==> config.mk <==
export PLATFORM = sky130hd
export DESIGN_NAME = midi_byte_to_usb_midi_packet_top_flat
export DESIGN_NICKNAME = d
export VERILOG_FILES = /design/src/rtl/core/mbu_pkg.sv /design/src/rtl/core/mbu_if.sv /design/src/rtl/core/mbu_core.sv /design/src/rtl/core/mbu_out_buf.sv /design/src/rtl/core/midi_byte_to_usb_midi_packet_top.sv /design/src/flat_wrapper.sv
export VERILOG_INCLUDE_DIRS = /design/src /design/src/rtl/core
export SDC_FILE = /design/constraint.sdc
export NUM_CORES = 1
export LEC_CHECK = 0
export BUFFER_PORTS_ARGS = -buffer_cell sky130_fd_sc_hd__buf_4
export CAP_MARGIN = 15
export CORE_UTILIZATION = 60
export DETAILED_ROUTE_END_ITERATION = 7
export PLACE_DENSITY = 0.8
export SETUP_SLACK_MARGIN = 0.05
export SYNTH_ARGS = -nofsm -noshare
export SYNTH_HDL_FRONTEND = slang
export SYNTH_HIERARCHICAL = 1
export SYNTH_SLANG_ARGS = --single-unit
==> constraint.sdc <==
create_clock -name clk -period 5.04 [get_ports clk]
set_input_delay 0.252 -clock clk [delete_from_list [all_inputs] [get_ports clk]]
set_output_delay 0.252 -clock clk [all_outputs]
set_load 0.01 [all_outputs]
==> src/rtl/core/midi_byte_to_usb_midi_packet_top_defines.svh <==
// Assertion helpers for the MIDI to USB-MIDI packet block.
`ifndef MIDI_BYTE_TO_USB_MIDI_PACKET_TOP_DEFINES_SVH
`define MIDI_BYTE_TO_USB_MIDI_PACKET_TOP_DEFINES_SVH

`ifndef SYNTHESIS
`define MBU_ASSERT_SAME(label, clk, rst_n, ante, cons) \
  label: assert property (@(posedge clk) disable iff (!rst_n) (ante) |-> (cons)) \
    else $error("mbu assertion failed");
`define MBU_ASSERT_NEXT(label, clk, rst_n, ante, cons) \
  label: assert property (@(posedge clk) disable iff (!rst_n) (ante) |=> (cons)) \
    else $error("mbu assertion failed");
`else
`define MBU_ASSERT_SAME(label, clk, rst_n, ante, cons)
`define MBU_ASSERT_NEXT(label, clk, rst_n, ante, cons)
`endif

`endif

==> src/rtl/core/mbu_pkg.sv <==
package mbu_pkg;

  localparam logic [7:0] MIDI_ACTIVE_SENSE = 8'hFE;
  localparam logic [7:0] MIDI_REALTIME_MIN = 8'hF8;
  localparam logic [7:0] MIDI_SYSEX_START  = 8'hF0;
  localparam logic [7:0] MIDI_SYS_MTC      = 8'hF1;
  localparam logic [7:0] MIDI_SYS_SONG_SEL = 8'hF3;
  localparam logic [7:0] MIDI_STATUS_MIN   = 8'h80;

  localparam logic [3:0] CMD_PROGRAM       = 4'hC;
  localparam logic [3:0] CMD_CHAN_PRESSURE = 4'hD;

  localparam logic [3:0] CIN_SYSEX_CONT    = 4'h4;
  localparam logic [3:0] CIN_SYSEX_END1    = 4'h5;
  localparam logic [3:0] CIN_SINGLE_BYTE   = 4'hF;

  localparam logic [1:0] LEN_NONE  = 2'd0;
  localparam logic [1:0] LEN_TWO   = 2'd2;
  localparam logic [1:0] LEN_THREE = 2'd3;

  typedef struct packed {
    logic [3:0] code_index;
    logic [7:0] event_byte_a;
    logic [7:0] event_byte_b;
    logic [7:0] event_byte_c;
  } pkt_t;

endpackage

==> src/rtl/core/mbu_if.sv <==
interface mbu_byte_if;
  logic       valid;
  logic       ready;
  logic [7:0] midi_byte;

  modport source (output valid, output midi_byte, input ready);
  modport sink (input valid, input midi_byte, output ready);
endinterface

interface mbu_pkt_if;
  logic       valid;
  logic       ready;
  logic [3:0] code_index;
  logic [7:0] event_byte_a;
  logic [7:0] event_byte_b;
  logic [7:0] event_byte_c;

  modport source (output valid, output code_index, output event_byte_a,
                  output event_byte_b, output event_byte_c, input ready);
  modport sink (input valid, input code_index, input event_byte_a,
                input event_byte_b, input event_byte_c, output ready);
endinterface

==> src/rtl/core/mbu_core.sv <==
module mbu_core (
  input  logic          clk,
  input  logic          rst_n,
  input  logic          accept,
  input  logic [7:0]    midi_byte,
  output logic          emit,
  output mbu_pkg::pkt_t pkt
);
  import mbu_pkg::*;

  logic [7:0]      rs_r, rs_nxt;
  logic [1:0]      exp_len_r, exp_len_nxt;
  logic [1:0]      coll_r, coll_nxt;
  logic [3:0]      pcode_r, pcode_nxt;
  logic [2:0][7:0] pb_r, pb_nxt;
  logic            sx_active_r, sx_active_nxt;
  logic [1:0]      sx_fill_r, sx_fill_nxt;
  logic            hit;

  always_comb begin
    logic [1:0]      fill;
    logic [1:0]      coll_inc;
    logic [2:0][7:0] pb_w;
    logic [3:0]      cmd;
    rs_nxt        = rs_r;
    exp_len_nxt   = exp_len_r;
    coll_nxt      = coll_r;
    pcode_nxt     = pcode_r;
    pb_nxt        = pb_r;
    sx_active_nxt = sx_active_r;
    sx_fill_nxt   = sx_fill_r;
    hit           = 1'b0;
    pkt           = '0;
    fill          = (sx_fill_r == 2'd3) ? 2'd2 : sx_fill_r;
    coll_inc      = coll_r + 2'd1;
    pb_w          = pb_r;
    cmd           = midi_byte[7:4];
    if (midi_byte == MIDI_ACTIVE_SENSE) begin
      hit = 1'b0;
    end else if (sx_active_r) begin
      if (midi_byte >= MIDI_REALTIME_MIN) begin
        hit = 1'b0;
      end else if (midi_byte == MIDI_SYSEX_START) begin
        if (fill != 2'd0) begin
          hit              = 1'b1;
          pkt.code_index   = CIN_SYSEX_CONT;
          pkt.event_byte_a = pb_r[0];
          pkt.event_byte_b = (fill > 2'd1) ? pb_r[1] : 8'h00;
        end
        sx_active_nxt = 1'b1;
        pb_nxt        = {8'h00, 8'h00, MIDI_SYSEX_START};
        sx_fill_nxt   = 2'd1;
      end else begin
        pb_w[fill] = midi_byte;
        pb_nxt     = pb_w;
        if (midi_byte[7]) begin
          hit              = 1'b1;
          pkt.code_index   = CIN_SYSEX_END1 + {2'b00, fill};
          pkt.event_byte_a = pb_w[0];
          pkt.event_byte_b = (fill >= 2'd1) ? pb_w[1] : 8'h00;
          pkt.event_byte_c = (fill >= 2'd2) ? pb_w[2] : 8'h00;
          sx_active_nxt    = 1'b0;
          sx_fill_nxt      = 2'd0;
        end else if (fill == 2'd2) begin
          hit              = 1'b1;
          pkt.code_index   = CIN_SYSEX_CONT;
          pkt.event_byte_a = pb_w[0];
          pkt.event_byte_b = pb_w[1];
          pkt.event_byte_c = pb_w[2];
          sx_fill_nxt      = 2'd0;
        end else begin
          sx_fill_nxt = fill + 2'd1;
        end
      end
    end else if (midi_byte == MIDI_SYSEX_START) begin
      exp_len_nxt   = LEN_NONE;
      coll_nxt      = 2'd0;
      sx_active_nxt = 1'b1;
      pb_nxt        = {8'h00, 8'h00, MIDI_SYSEX_START};
      sx_fill_nxt   = 2'd1;
    end else if (midi_byte >= MIDI_REALTIME_MIN) begin
      hit              = 1'b1;
      pkt.code_index   = CIN_SINGLE_BYTE;
      pkt.event_byte_a = midi_byte;
    end else if (midi_byte > MIDI_SYSEX_START) begin
      if (exp_len_r == LEN_NONE) begin
        exp_len_nxt = (midi_byte == MIDI_SYS_MTC || midi_byte == MIDI_SYS_SONG_SEL) ?
                      LEN_TWO : LEN_THREE;
        pcode_nxt   = CIN_SINGLE_BYTE;
        pb_nxt      = {8'h00, 8'h00, midi_byte};
        coll_nxt    = 2'd1;
      end
    end else if (midi_byte >= MIDI_STATUS_MIN) begin
      exp_len_nxt = (cmd == CMD_PROGRAM || cmd == CMD_CHAN_PRESSURE) ? LEN_TWO : LEN_THREE;
      rs_nxt      = midi_byte;
      pcode_nxt   = cmd;
      pb_nxt      = {8'h00, 8'h00, midi_byte};
      coll_nxt    = 2'd1;
    end else if (exp_len_r == LEN_NONE) begin
      if (rs_r != 8'h00) begin
        pcode_nxt = rs_r[7:4];
        pb_nxt    = {8'h00, midi_byte, rs_r};
        if (rs_r[7:4] == CMD_PROGRAM || rs_r[7:4] == CMD_CHAN_PRESSURE) begin
          exp_len_nxt      = LEN_NONE;
          coll_nxt         = 2'd0;
          hit              = 1'b1;
          pkt.code_index   = rs_r[7:4];
          pkt.event_byte_a = rs_r;
          pkt.event_byte_b = midi_byte;
        end else begin
          exp_len_nxt = LEN_THREE;
          coll_nxt    = 2'd2;
        end
      end
    end else if (coll_r == 2'd0 || coll_r == 2'd3) begin
      exp_len_nxt = LEN_NONE;
      coll_nxt    = 2'd0;
    end else begin
      pb_w[coll_r] = midi_byte;
      pb_nxt       = pb_w;
      if (coll_inc >= exp_len_r) begin
        exp_len_nxt      = LEN_NONE;
        coll_nxt         = 2'd0;
        hit              = 1'b1;
        pkt.code_index   = pcode_r;
        pkt.event_byte_a = pb_w[0];
        pkt.event_byte_b = pb_w[1];
        pkt.event_byte_c = pb_w[2];
      end else begin
        coll_nxt = coll_inc;
      end
    end
  end

  assign emit = accept && hit;

  always_ff @(posedge clk) begin
    if (!rst_n) begin
      rs_r        <= 8'h00;
      exp_len_r   <= LEN_NONE;
      coll_r      <= 2'd0;
      pcode_r     <= 4'h0;
      pb_r        <= '0;
      sx_active_r <= 1'b0;
      sx_fill_r   <= 2'd0;
    end else if (accept) begin
      rs_r        <= rs_nxt;
      exp_len_r   <= exp_len_nxt;
      coll_r      <= coll_nxt;
      pcode_r     <= pcode_nxt;
      pb_r        <= pb_nxt;
      sx_active_r <= sx_active_nxt;
      sx_fill_r   <= sx_fill_nxt;
    end
  end

endmodule

==> src/rtl/core/mbu_out_buf.sv <==
module mbu_out_buf (
  input  logic          clk,
  input  logic          rst_n,
  input  logic          push,
  input  mbu_pkg::pkt_t push_pkt,
  output logic          space,
  output logic          out_valid,
  input  logic          out_ready,
  output mbu_pkg::pkt_t out_pkt
);
  import mbu_pkg::*;

  logic main_v_r, main_v_nxt;
  logic skid_v_r, skid_v_nxt;
  pkt_t main_r, main_nxt;
  pkt_t skid_r, skid_nxt;
  logic pop;

  assign pop       = main_v_r && out_ready;
  assign space     = !skid_v_r;
  assign out_valid = main_v_r;
  assign out_pkt   = main_r;

  always_comb begin
    main_v_nxt = main_v_r;
    skid_v_nxt = skid_v_r;
    main_nxt   = main_r;
    skid_nxt   = skid_r;
    if (skid_v_r) begin
      if (pop) begin
        main_nxt   = skid_r;
        skid_v_nxt = 1'b0;
      end
    end else if (push) begin
      if (!main_v_r || pop) begin
        main_nxt   = push_pkt;
        main_v_nxt = 1'b1;
      end else begin
        skid_nxt   = push_pkt;
        skid_v_nxt = 1'b1;
      end
    end else if (pop) begin
      main_v_nxt = 1'b0;
    end
  end

  always_ff @(posedge clk) begin
    if (!rst_n) begin
      main_v_r <= 1'b0;
      skid_v_r <= 1'b0;
    end else begin
      main_v_r <= main_v_nxt;
      skid_v_r <= skid_v_nxt;
    end
  end

  always_ff @(posedge clk) begin
    main_r <= main_nxt;
    skid_r <= skid_nxt;
  end

endmodule

==> src/rtl/core/midi_byte_to_usb_midi_packet_top.sv <==
// Converts a serial MIDI byte stream into USB-MIDI event packets on cable 0.
// One byte is taken every clock cycle while the output side has room. A byte
// that completes a packet shows it on the output in the cycle after it is
// accepted, unless an earlier packet still waits there. Parsing state sits in
// one register stage, and a two-entry output register decouples the sides, so
// in_byte.ready falls only when both entries hold packets the sink has not taken.
`include "midi_byte_to_usb_midi_packet_top_defines.svh"

module midi_byte_to_usb_midi_packet_top (
  input  logic      clk,
  input  logic      rst_n,
  mbu_byte_if.sink  in_byte,
  mbu_pkt_if.source out_pkt
);
  import mbu_pkg::*;

  logic in_accept;
  logic emit;
  logic space;
  logic sense_byte;
  pkt_t new_pkt;
  pkt_t held_pkt;

  assign in_byte.ready = space;
  assign in_accept     = in_byte.valid && space;
  assign sense_byte    = (in_byte.midi_byte == MIDI_ACTIVE_SENSE);

  mbu_core u_core (
    .clk       (clk),
    .rst_n     (rst_n),
    .accept    (in_accept),
    .midi_byte (in_byte.midi_byte),
    .emit      (emit),
    .pkt       (new_pkt)
  );

  mbu_out_buf u_out_buf (
    .clk       (clk),
    .rst_n     (rst_n),
    .push      (emit),
    .push_pkt  (new_pkt),
    .space     (space),
    .out_valid (out_pkt.valid),
    .out_ready (out_pkt.ready),
    .out_pkt   (held_pkt)
  );

  assign out_pkt.code_index   = held_pkt.code_index;
  assign out_pkt.event_byte_a = held_pkt.event_byte_a;
  assign out_pkt.event_byte_b = held_pkt.event_byte_b;
  assign out_pkt.event_byte_c = held_pkt.event_byte_c;

  `MBU_ASSERT_SAME(a_full_means_valid, clk, rst_n, !in_byte.ready, out_pkt.valid)
  `MBU_ASSERT_SAME(a_emit_on_accept, clk, rst_n, emit, in_byte.valid && in_byte.ready)
  `MBU_ASSERT_SAME(a_sense_dropped, clk, rst_n, in_accept && sense_byte, !emit)
  `MBU_ASSERT_NEXT(a_emit_shows, clk, rst_n, emit, out_pkt.valid)

endmodule
==> src/flat_wrapper.sv <==
// flat-port wrapper written by rule: the top's interface ports become plain ports
module midi_byte_to_usb_midi_packet_top_flat import mbu_pkg::*;
  (clk, rst_n, in_byte_valid, in_byte_midi_byte, in_byte_ready, out_pkt_valid, out_pkt_code_index, out_pkt_event_byte_a, out_pkt_event_byte_b, out_pkt_event_byte_c, out_pkt_ready);
  mbu_byte_if in_byte_i ();
  mbu_pkt_if out_pkt_i ();
  input  logic clk;
  input  logic rst_n;
  input wire logic [$bits(in_byte_i.valid)-1:0] in_byte_valid;
  input wire logic [$bits(in_byte_i.midi_byte)-1:0] in_byte_midi_byte;
  output wire logic [$bits(in_byte_i.ready)-1:0] in_byte_ready;
  output wire logic [$bits(out_pkt_i.valid)-1:0] out_pkt_valid;
  output wire logic [$bits(out_pkt_i.code_index)-1:0] out_pkt_code_index;
  output wire logic [$bits(out_pkt_i.event_byte_a)-1:0] out_pkt_event_byte_a;
  output wire logic [$bits(out_pkt_i.event_byte_b)-1:0] out_pkt_event_byte_b;
  output wire logic [$bits(out_pkt_i.event_byte_c)-1:0] out_pkt_event_byte_c;
  input wire logic [$bits(out_pkt_i.ready)-1:0] out_pkt_ready;
  assign in_byte_i.valid = in_byte_valid;
  assign in_byte_i.midi_byte = in_byte_midi_byte;
  assign in_byte_ready = in_byte_i.ready;
  assign out_pkt_valid = out_pkt_i.valid;
  assign out_pkt_code_index = out_pkt_i.code_index;
  assign out_pkt_event_byte_a = out_pkt_i.event_byte_a;
  assign out_pkt_event_byte_b = out_pkt_i.event_byte_b;
  assign out_pkt_event_byte_c = out_pkt_i.event_byte_c;
  assign out_pkt_i.ready = out_pkt_ready;
  midi_byte_to_usb_midi_packet_top u_core (.clk(clk), .rst_n(rst_n), .in_byte(in_byte_i), .out_pkt(out_pkt_i));
endmodule
==> impl_metrics.yaml, run 1 <==
detailed_routing:
  wire_per_inst_microns: 23.10
  drc: 0
  finalWirelength_microns: 13960
  detail-route-antenna-nets: 0
  drt_iter0_markers: 581
  avgViaCountPerCell: 6.922
  vias: 4181
  firstDrtPassIters: 6
placed_design:
  io_buffers: 41
  place.gp.congestion: 1.040
  dp_hpwl_microns: 9960
  placed_cells: 587
floorplan:
  fp-row-count: 33
  start_util: 0.6340
  die_y_microns: 96.11
  ios: 42
  die_area_sq_um: 9237
  fp.coreArea_sq_um: 8382
  die_w_microns: 96.11
sta:
  timing.final.crit_period_ns: 3.173
  clock_skew_ns: 0.01664
  rsz0062_at_grt: "no"
  worstMarginPinSlew_ns: 1.014
  fin_crit_sh: 0.6297
  fmax_ghz: 0.3151
  setup_viol: 0
  finalHoldViolations: 0
  slew_violations: 0
  finalSetupTns_ns: 0
  relSlewSlack: 0.3240
synthesis:
  ys_seq_area_frac: 0.4860
  ys_ff_latch: 101
  syn-num-nets: 489
  synth_cells: 472
  syn_area_per_cell_sq_um: 11.26
  yosysUniqueCellTypes: 75
  dominantRegCellSynth: "edfxtp_1"
  async_flop_share: 0
  yosys_warnings: 6
  synth-edff-count: 56
  syn-cell-area_sq_um: 5314
worst_setup_path:
  crit_top_cell: "ha_1"
  worstSetupPathType: "reg -> reg"
  worstPathCellList: "inv_1 > ha_1 > ha_1 > a21o_1 > a31o_2 > a22o_1 > and3_1 > and4_1 > buf_16"
  end_kind: "flop"
  crit_arrival_ns: 3.27
  worst-path-max-fanout: 19
  worst-path-buf-inv: 2
  cp_top_family: "simple AND/OR/NAND/NOR gates"
  required_ns: 5.13
  max_stage_delay_ns: 0.57
  cp_slowest_cell: "and4_1"
  start_kind: "flop"
outcome:
  status: "finished clean"
global_route:
  antenna_found_initial: 0
  grt_max_degree: 34
  grt_pass1_wl_microns: 21470
  grt_overflow: 0
  grt_pass1_vias: 3859
  track_usage: 0.3198
power_and_ir_drop:
  p_per_area_nw_per_um2: 301.1
  p_leak_uw: 0.002166
  vdd_drop_max_uv: 192.0
clock_network:
  cts_root_buffer: "clkbuf_8"
  cts-resized-gates: 0
  clockBufferDepth: 2
  h-tree-depth: 3
  cts.sinks: 101
  cts_tree: "built"
  numCtsBuffers: 9
  post_cts_buffers: 0
  ctsHoldBuffers: 0
  path_clk_slew_ns: 0.11
  clkLatencyLatePin_ns: 0.39
finish:
  drive_gt1_frac: 0.2345
  num_antenna_cells: 0
  fillers: 648
  instances_no_fill: 604
  num-nets-final: 511
  syn_to_final_growth_pct: 8.924
flow_run:
  maxCapViolCount: 0
hold_path:
  hold_class: "in -> reg"
==> per-stage QoR <==
step / area [sq um] / power [uW] / utilization / setup slack (ns) / hold WS (ns)
floorplan: 5314 / 1149 / - / 1.455 / 0.3492
global placement: 5560 / 1222 / 0.6634 / 1.748 / 0.4501
detailed placement: 5560 / 1228 / 0.6634 / 1.578 / 0.4560
CTS: 5761 / 1739 / 0.6873 / 1.562 / 0.08181
global route: 5788 / 1802 / 0.6906 / 1.752 / 0.07805
finish: 5788 / 1743 / 0.6906 / 1.867 / 0.09116
==> routing by layer <==
layer  GRT usage  vias to the layer above  part of all wire
li1            -                     1879                 -
met1      0.4627                     2012              0.44
met2      0.4704                      243              0.44
met3     0.06556                       47             0.090
met4      0.1194                        0             0.033
met5           0                        -                 0
==> cells by family after synthesis <==
group / Yosys count / synth area share
AND/OR/NAND/NOR: 125 / 0.1220
flip-flops: 101 / 0.4860
buffers and inverters: 48 / 0.05062
multiplexers: 47 / 0.1147
AO/OA/AOI/OAI: 146 / 0.2150
adder cells (fa/ha/maj): 5 / 0.01177
==> cells in the final DEF, fill, tap and decap left out, types with 3 or more instances in the layout <==
cell type  synthesis  routed
o21ai_0           22      22
a41oi_1            3       3
nand2_1           35      35
nor3_1            10      10
a21o_1             3       3
inv_1             14      14
dfxtp_1           45      44
nand4_1            5       5
mux2i_1           17      17
a211oi_1           6       6
a31oi_1            3       3
o221ai_1           3       3
nand2b_1           3       3
a22o_1            30      30
ha_1               5       5
nor2_2             3       3
a211o_1            4       4
nand3_1           15      15
o211ai_1           4       4
edfxtp_1          56      56
a21oi_1           21      20
mux2_4            27      27
o22ai_1            9       9
o221a_2            3       3
inv_8              0       3
mux2_2             3       3
nor2_1            26      26
buf_4              1      43
clkbuf_8           0       9
nor2b_1            5       5
==> synth_stat cells, types with 5 or more instances <==
cell type   n  share of area
nor2b_1     5         0.0059
a22o_1     30          0.049
mux2_4     27          0.076
nand4_1     5         0.0059
inv_1      14         0.0099
nand3_1    15          0.014
nor3_1     10         0.0094
clkbuf_1   13         0.0092
nor2_1     26          0.018
dfxtp_1    45           0.17
mux2i_1    17          0.032
buf_2      11          0.010
a21oi_1    21          0.020
o21ai_0    22          0.021
edfxtp_1   56           0.32
o22ai_1     9          0.011
a211oi_1    6         0.0085
nand2_1    35          0.025
ha_1        5          0.012
==> report_power, final <==
| part | internal [uW] | switching (uW) |
|---|---|---|
| Sequential | 895 | 24.3 |
| Clock | 201 | 320 |
| Combinational | 110 | 193 |
| Total | 1210 | 538 |
==> area by class of cell <==
type / instances / area [sq um] / share of cell area
flip-flops and latches: 101 / 2584 / 0.4464
inverters: 15 / 56.30 / 0.009728
clock buffers: 9 / 123.9 / 0.02140
clock inverters: 7 / 76.32 / 0.01319
repair buffers: 44 / 350.3 / 0.06053
multi-input cells: 323 / 2466 / 0.4261
well taps: 105 / 131.4 / 0.02270
==> final timing paths <==
| path | to | slack (ns) | startpoint | cells past startpoint |
|---|---|---|---|---|
| worst max-delay path | u_core/u_out_buf/skid_r[13] | 1.87 | u_core/u_core/coll_r[0] | 9 |
| worst min-delay path | u_core/u_out_buf/skid_v_r | 0.09 | out_pkt_ready | 2 |
| worst max register to register | u_core/u_out_buf/skid_r[13] | 1.87 | u_core/u_core/coll_r[0] | 9 |
| worst min register to register | u_core/u_core/pb_r[7] | 0.48 | u_core/u_core/pb_r[7] | 2 |
==> registers in the layout, summed over array words and instances, names as in the netlist <==
name                        flops
u_core/u_core/pcode_r           4
u_core/u_core/exp_len_r         2
u_core/u_core/sx_fill_r         2
u_core/u_out_buf/out_valid      1
u_core/u_core/sx_active_r       1
u_core/u_core/rs_r              8
u_core/u_core/pb_r             24
u_core/u_out_buf/out_pkt       28
u_core/u_out_buf/skid_v_r       1
u_core/u_out_buf/skid_r        28
u_core/u_core/coll_r            2
Power figures use the tool's default switching activity.
==> run 2, diff against run 1 <==
- clock period: 5.04 -> 3.3 ns (I/O delays scaled with it)
==> run 2 against run 1 <==
  * Utilization up 1.7 points
  * Fmax up 4.1%
  * Critical path depth up 1
  * Count of clock-buffer cells in the layout unchanged
  * Sequential share of layout area down 1.1 points
  * Sequential power up 52%
  * Via count up 2.8%
  * Cell area up 2.5%
  * Routed wire length down 0.98%
  * Worst setup slack worse by 1.6 ns
  * Combinational power up 59%
  * Critical path type unchanged
  * Largest power group unchanged
  * Highest routed layer unchanged
==> impl_metrics.yaml, run 2 (same netlist as run 1, synthesis figures left out) <==
detailed_routing:
  avgViaCountPerCell: 6.869
  drt_iter0_markers: 439
  detail-route-antenna-nets: 0
  finalWirelength_microns: 13820
  vias: 4300
  wire_per_inst_microns: 22.07
  drc: 0
  firstDrtPassIters: 6
floorplan:
  ios: 42
  die_w_microns: 96.11
  fp.coreArea_sq_um: 8382
  die_area_sq_um: 9237
  die_y_microns: 96.11
  start_util: 0.6340
  fp-row-count: 33
sta:
  finalSetupTns_ns: 0
  slew_violations: 0
  timing.final.crit_period_ns: 3.049
  worstMarginPinSlew_ns: 0.8284
  rsz0062_at_grt: "no"
  clock_skew_ns: 0.01598
  layout_setup_ws_ns: 0.2511
  fmax_ghz: 0.3280
  fin_crit_sh: 0.9239
  setup_viol: 0
  whs_ns: 0.05375
  relSlewSlack: 0.4435
  finalHoldViolations: 0
worst_setup_path:
  max_stage_delay_ns: 0.58
  cp_slowest_cell: "a21oi_4"
  worstPathCellList: "inv_1 > ha_1 > ha_1 > a21o_1 > a31o_2 > a22o_1 > and3_1 > mux2i_1 > a21oi_4 > buf_4"
  required_ns: 3.38
  crit_top_cell: "ha_1"
  worst-path-max-fanout: 21
  worstSetupPathType: "reg -> reg"
  crit_arrival_ns: 3.13
  end_kind: "flop"
  start_kind: "flop"
placed_design:
  dp_hpwl_microns: 9745
  dpl_worst_slack_ns: -0.03446
  place.gp.congestion: 0.9982
  placed_area_sq_um: 5725
  io_buffers: 41
global_route:
  grt_pass1_vias: 4049
  antenna_found_initial: 0
  grt_pass1_wl_microns: 21450
  grt_util_met3: 0.07820
  grtUsageMet1: 0.4333
  grt_max_degree: 33
  gr-max-usage-layer: "met2"
  grt_overflow: 0
  gr-usage-met2: 0.4770
  track_usage: 0.3156
outcome:
  status: "finished clean"
finish:
  num-nets-final: 533
  num_antenna_cells: 0
  layout_common_cells: "buf_4, edfxtp_1, dfxtp_1"
  fin_area_sq_um: 5931
  final_common_cell: "buf_4"
  drive_gt1_frac: 0.2649
  syn_to_final_growth_pct: 11.61
clock_network:
  cts_root_buffer: "clkbuf_8"
  clkLatencyLatePin_ns: 0.38
  cts_tree: "built"
  clockBufferDepth: 2
  cts.sinks: 101
  post_cts_buffers: 0
  path_clk_slew_ns: 0.10
  numCtsBuffers: 9
  h-tree-depth: 3
power_and_ir_drop:
  switching_share: 0.2997
  p_per_area_nw_per_um2: 443.6
  p_switching_uw: 788.3
  power.total_uw: 2631
  p_int_uw: 1842
  clockPowerShare: 0.283
  p_leak_uw: 0.002258
  vdd_drop_max_uv: 279.9
  seq_power_share: 0.534
  pwr-share-comb: 0.183
hold_path:
  hold_class: "in -> reg"
flow_run:
  maxCapViolCount: 0
run 2: layout make-up:
cell class / instances / area [sq um]
Sequential cell: 101 / 2584
Multi-Input combinational cell: 323 / 2474
Tap cell: 105 / 131.4
Clock inverter: 7 / 63.81
Clock buffer: 9 / 123.9
Inverter: 15 / 56.30
Timing Repair Buffer: 66 / 498.0
Fill cell: 619 / 2451
run 2: power groups by stage:
stage                     registers [uW]  clock network, uW  logic (uW)
after floorplan                     1420                  0         333
after global routing                1410                802         516
after CTS                           1400                757         468
after global placement              1430                  0         456
final                               1400                744         482
after detailed placement            1430                  0         464
run 2: repair_timing:
action,4_1_cts,5_1_grt
resized for setup,1,0
hold buffers,1,0
hold endpoints to repair,1,0
setup endpoints to repair,8,0
run 2: critical path, delay by kind of cell (launching register included):
family                     cells  cell delay [ns]
AOI/OAI and AO/OA              4             1.04
adders and majority gates      2             0.60
buffers and inverters          2             0.36
DFF                            1             0.38
muxes                          1             0.13
and+or+nand+nor                1             0.25
run 2: through the flow:
step	instances	util
5_1_grt	626	0.7076
3_3_place_gp	609	0.6831
2_1_floorplan	472	-
4_1_cts	626	0.7076
3_5_place_dp	609	0.6831
6_report	626	0.7076
run 2: layer usage:
metal / routed length, microns / share of wire
met5: 0 / 0
met4: 421 / 0.030
met3: 1553 / 0.11
met2: 6105 / 0.44
met1: 5737 / 0.42
run 2: final timing paths:
| kind | cells past startpoint | start | endpoint | slack [ns] |
|---|---|---|---|---|
| hold reg to reg | 2 | u_core/u_core/pb_r[4] | u_core/u_core/pb_r[4] | 0.49 |
| setup / recovery | 10 | u_core/u_core/coll_r[1] | u_core/u_out_buf/out_pkt[17] | 0.25 |
| hold / removal | 2 | in_byte_midi_byte[3] | u_core/u_core/pb_r[11] | 0.05 |
| setup reg to reg | 10 | u_core/u_core/coll_r[1] | u_core/u_out_buf/out_pkt[17] | 0.25 |
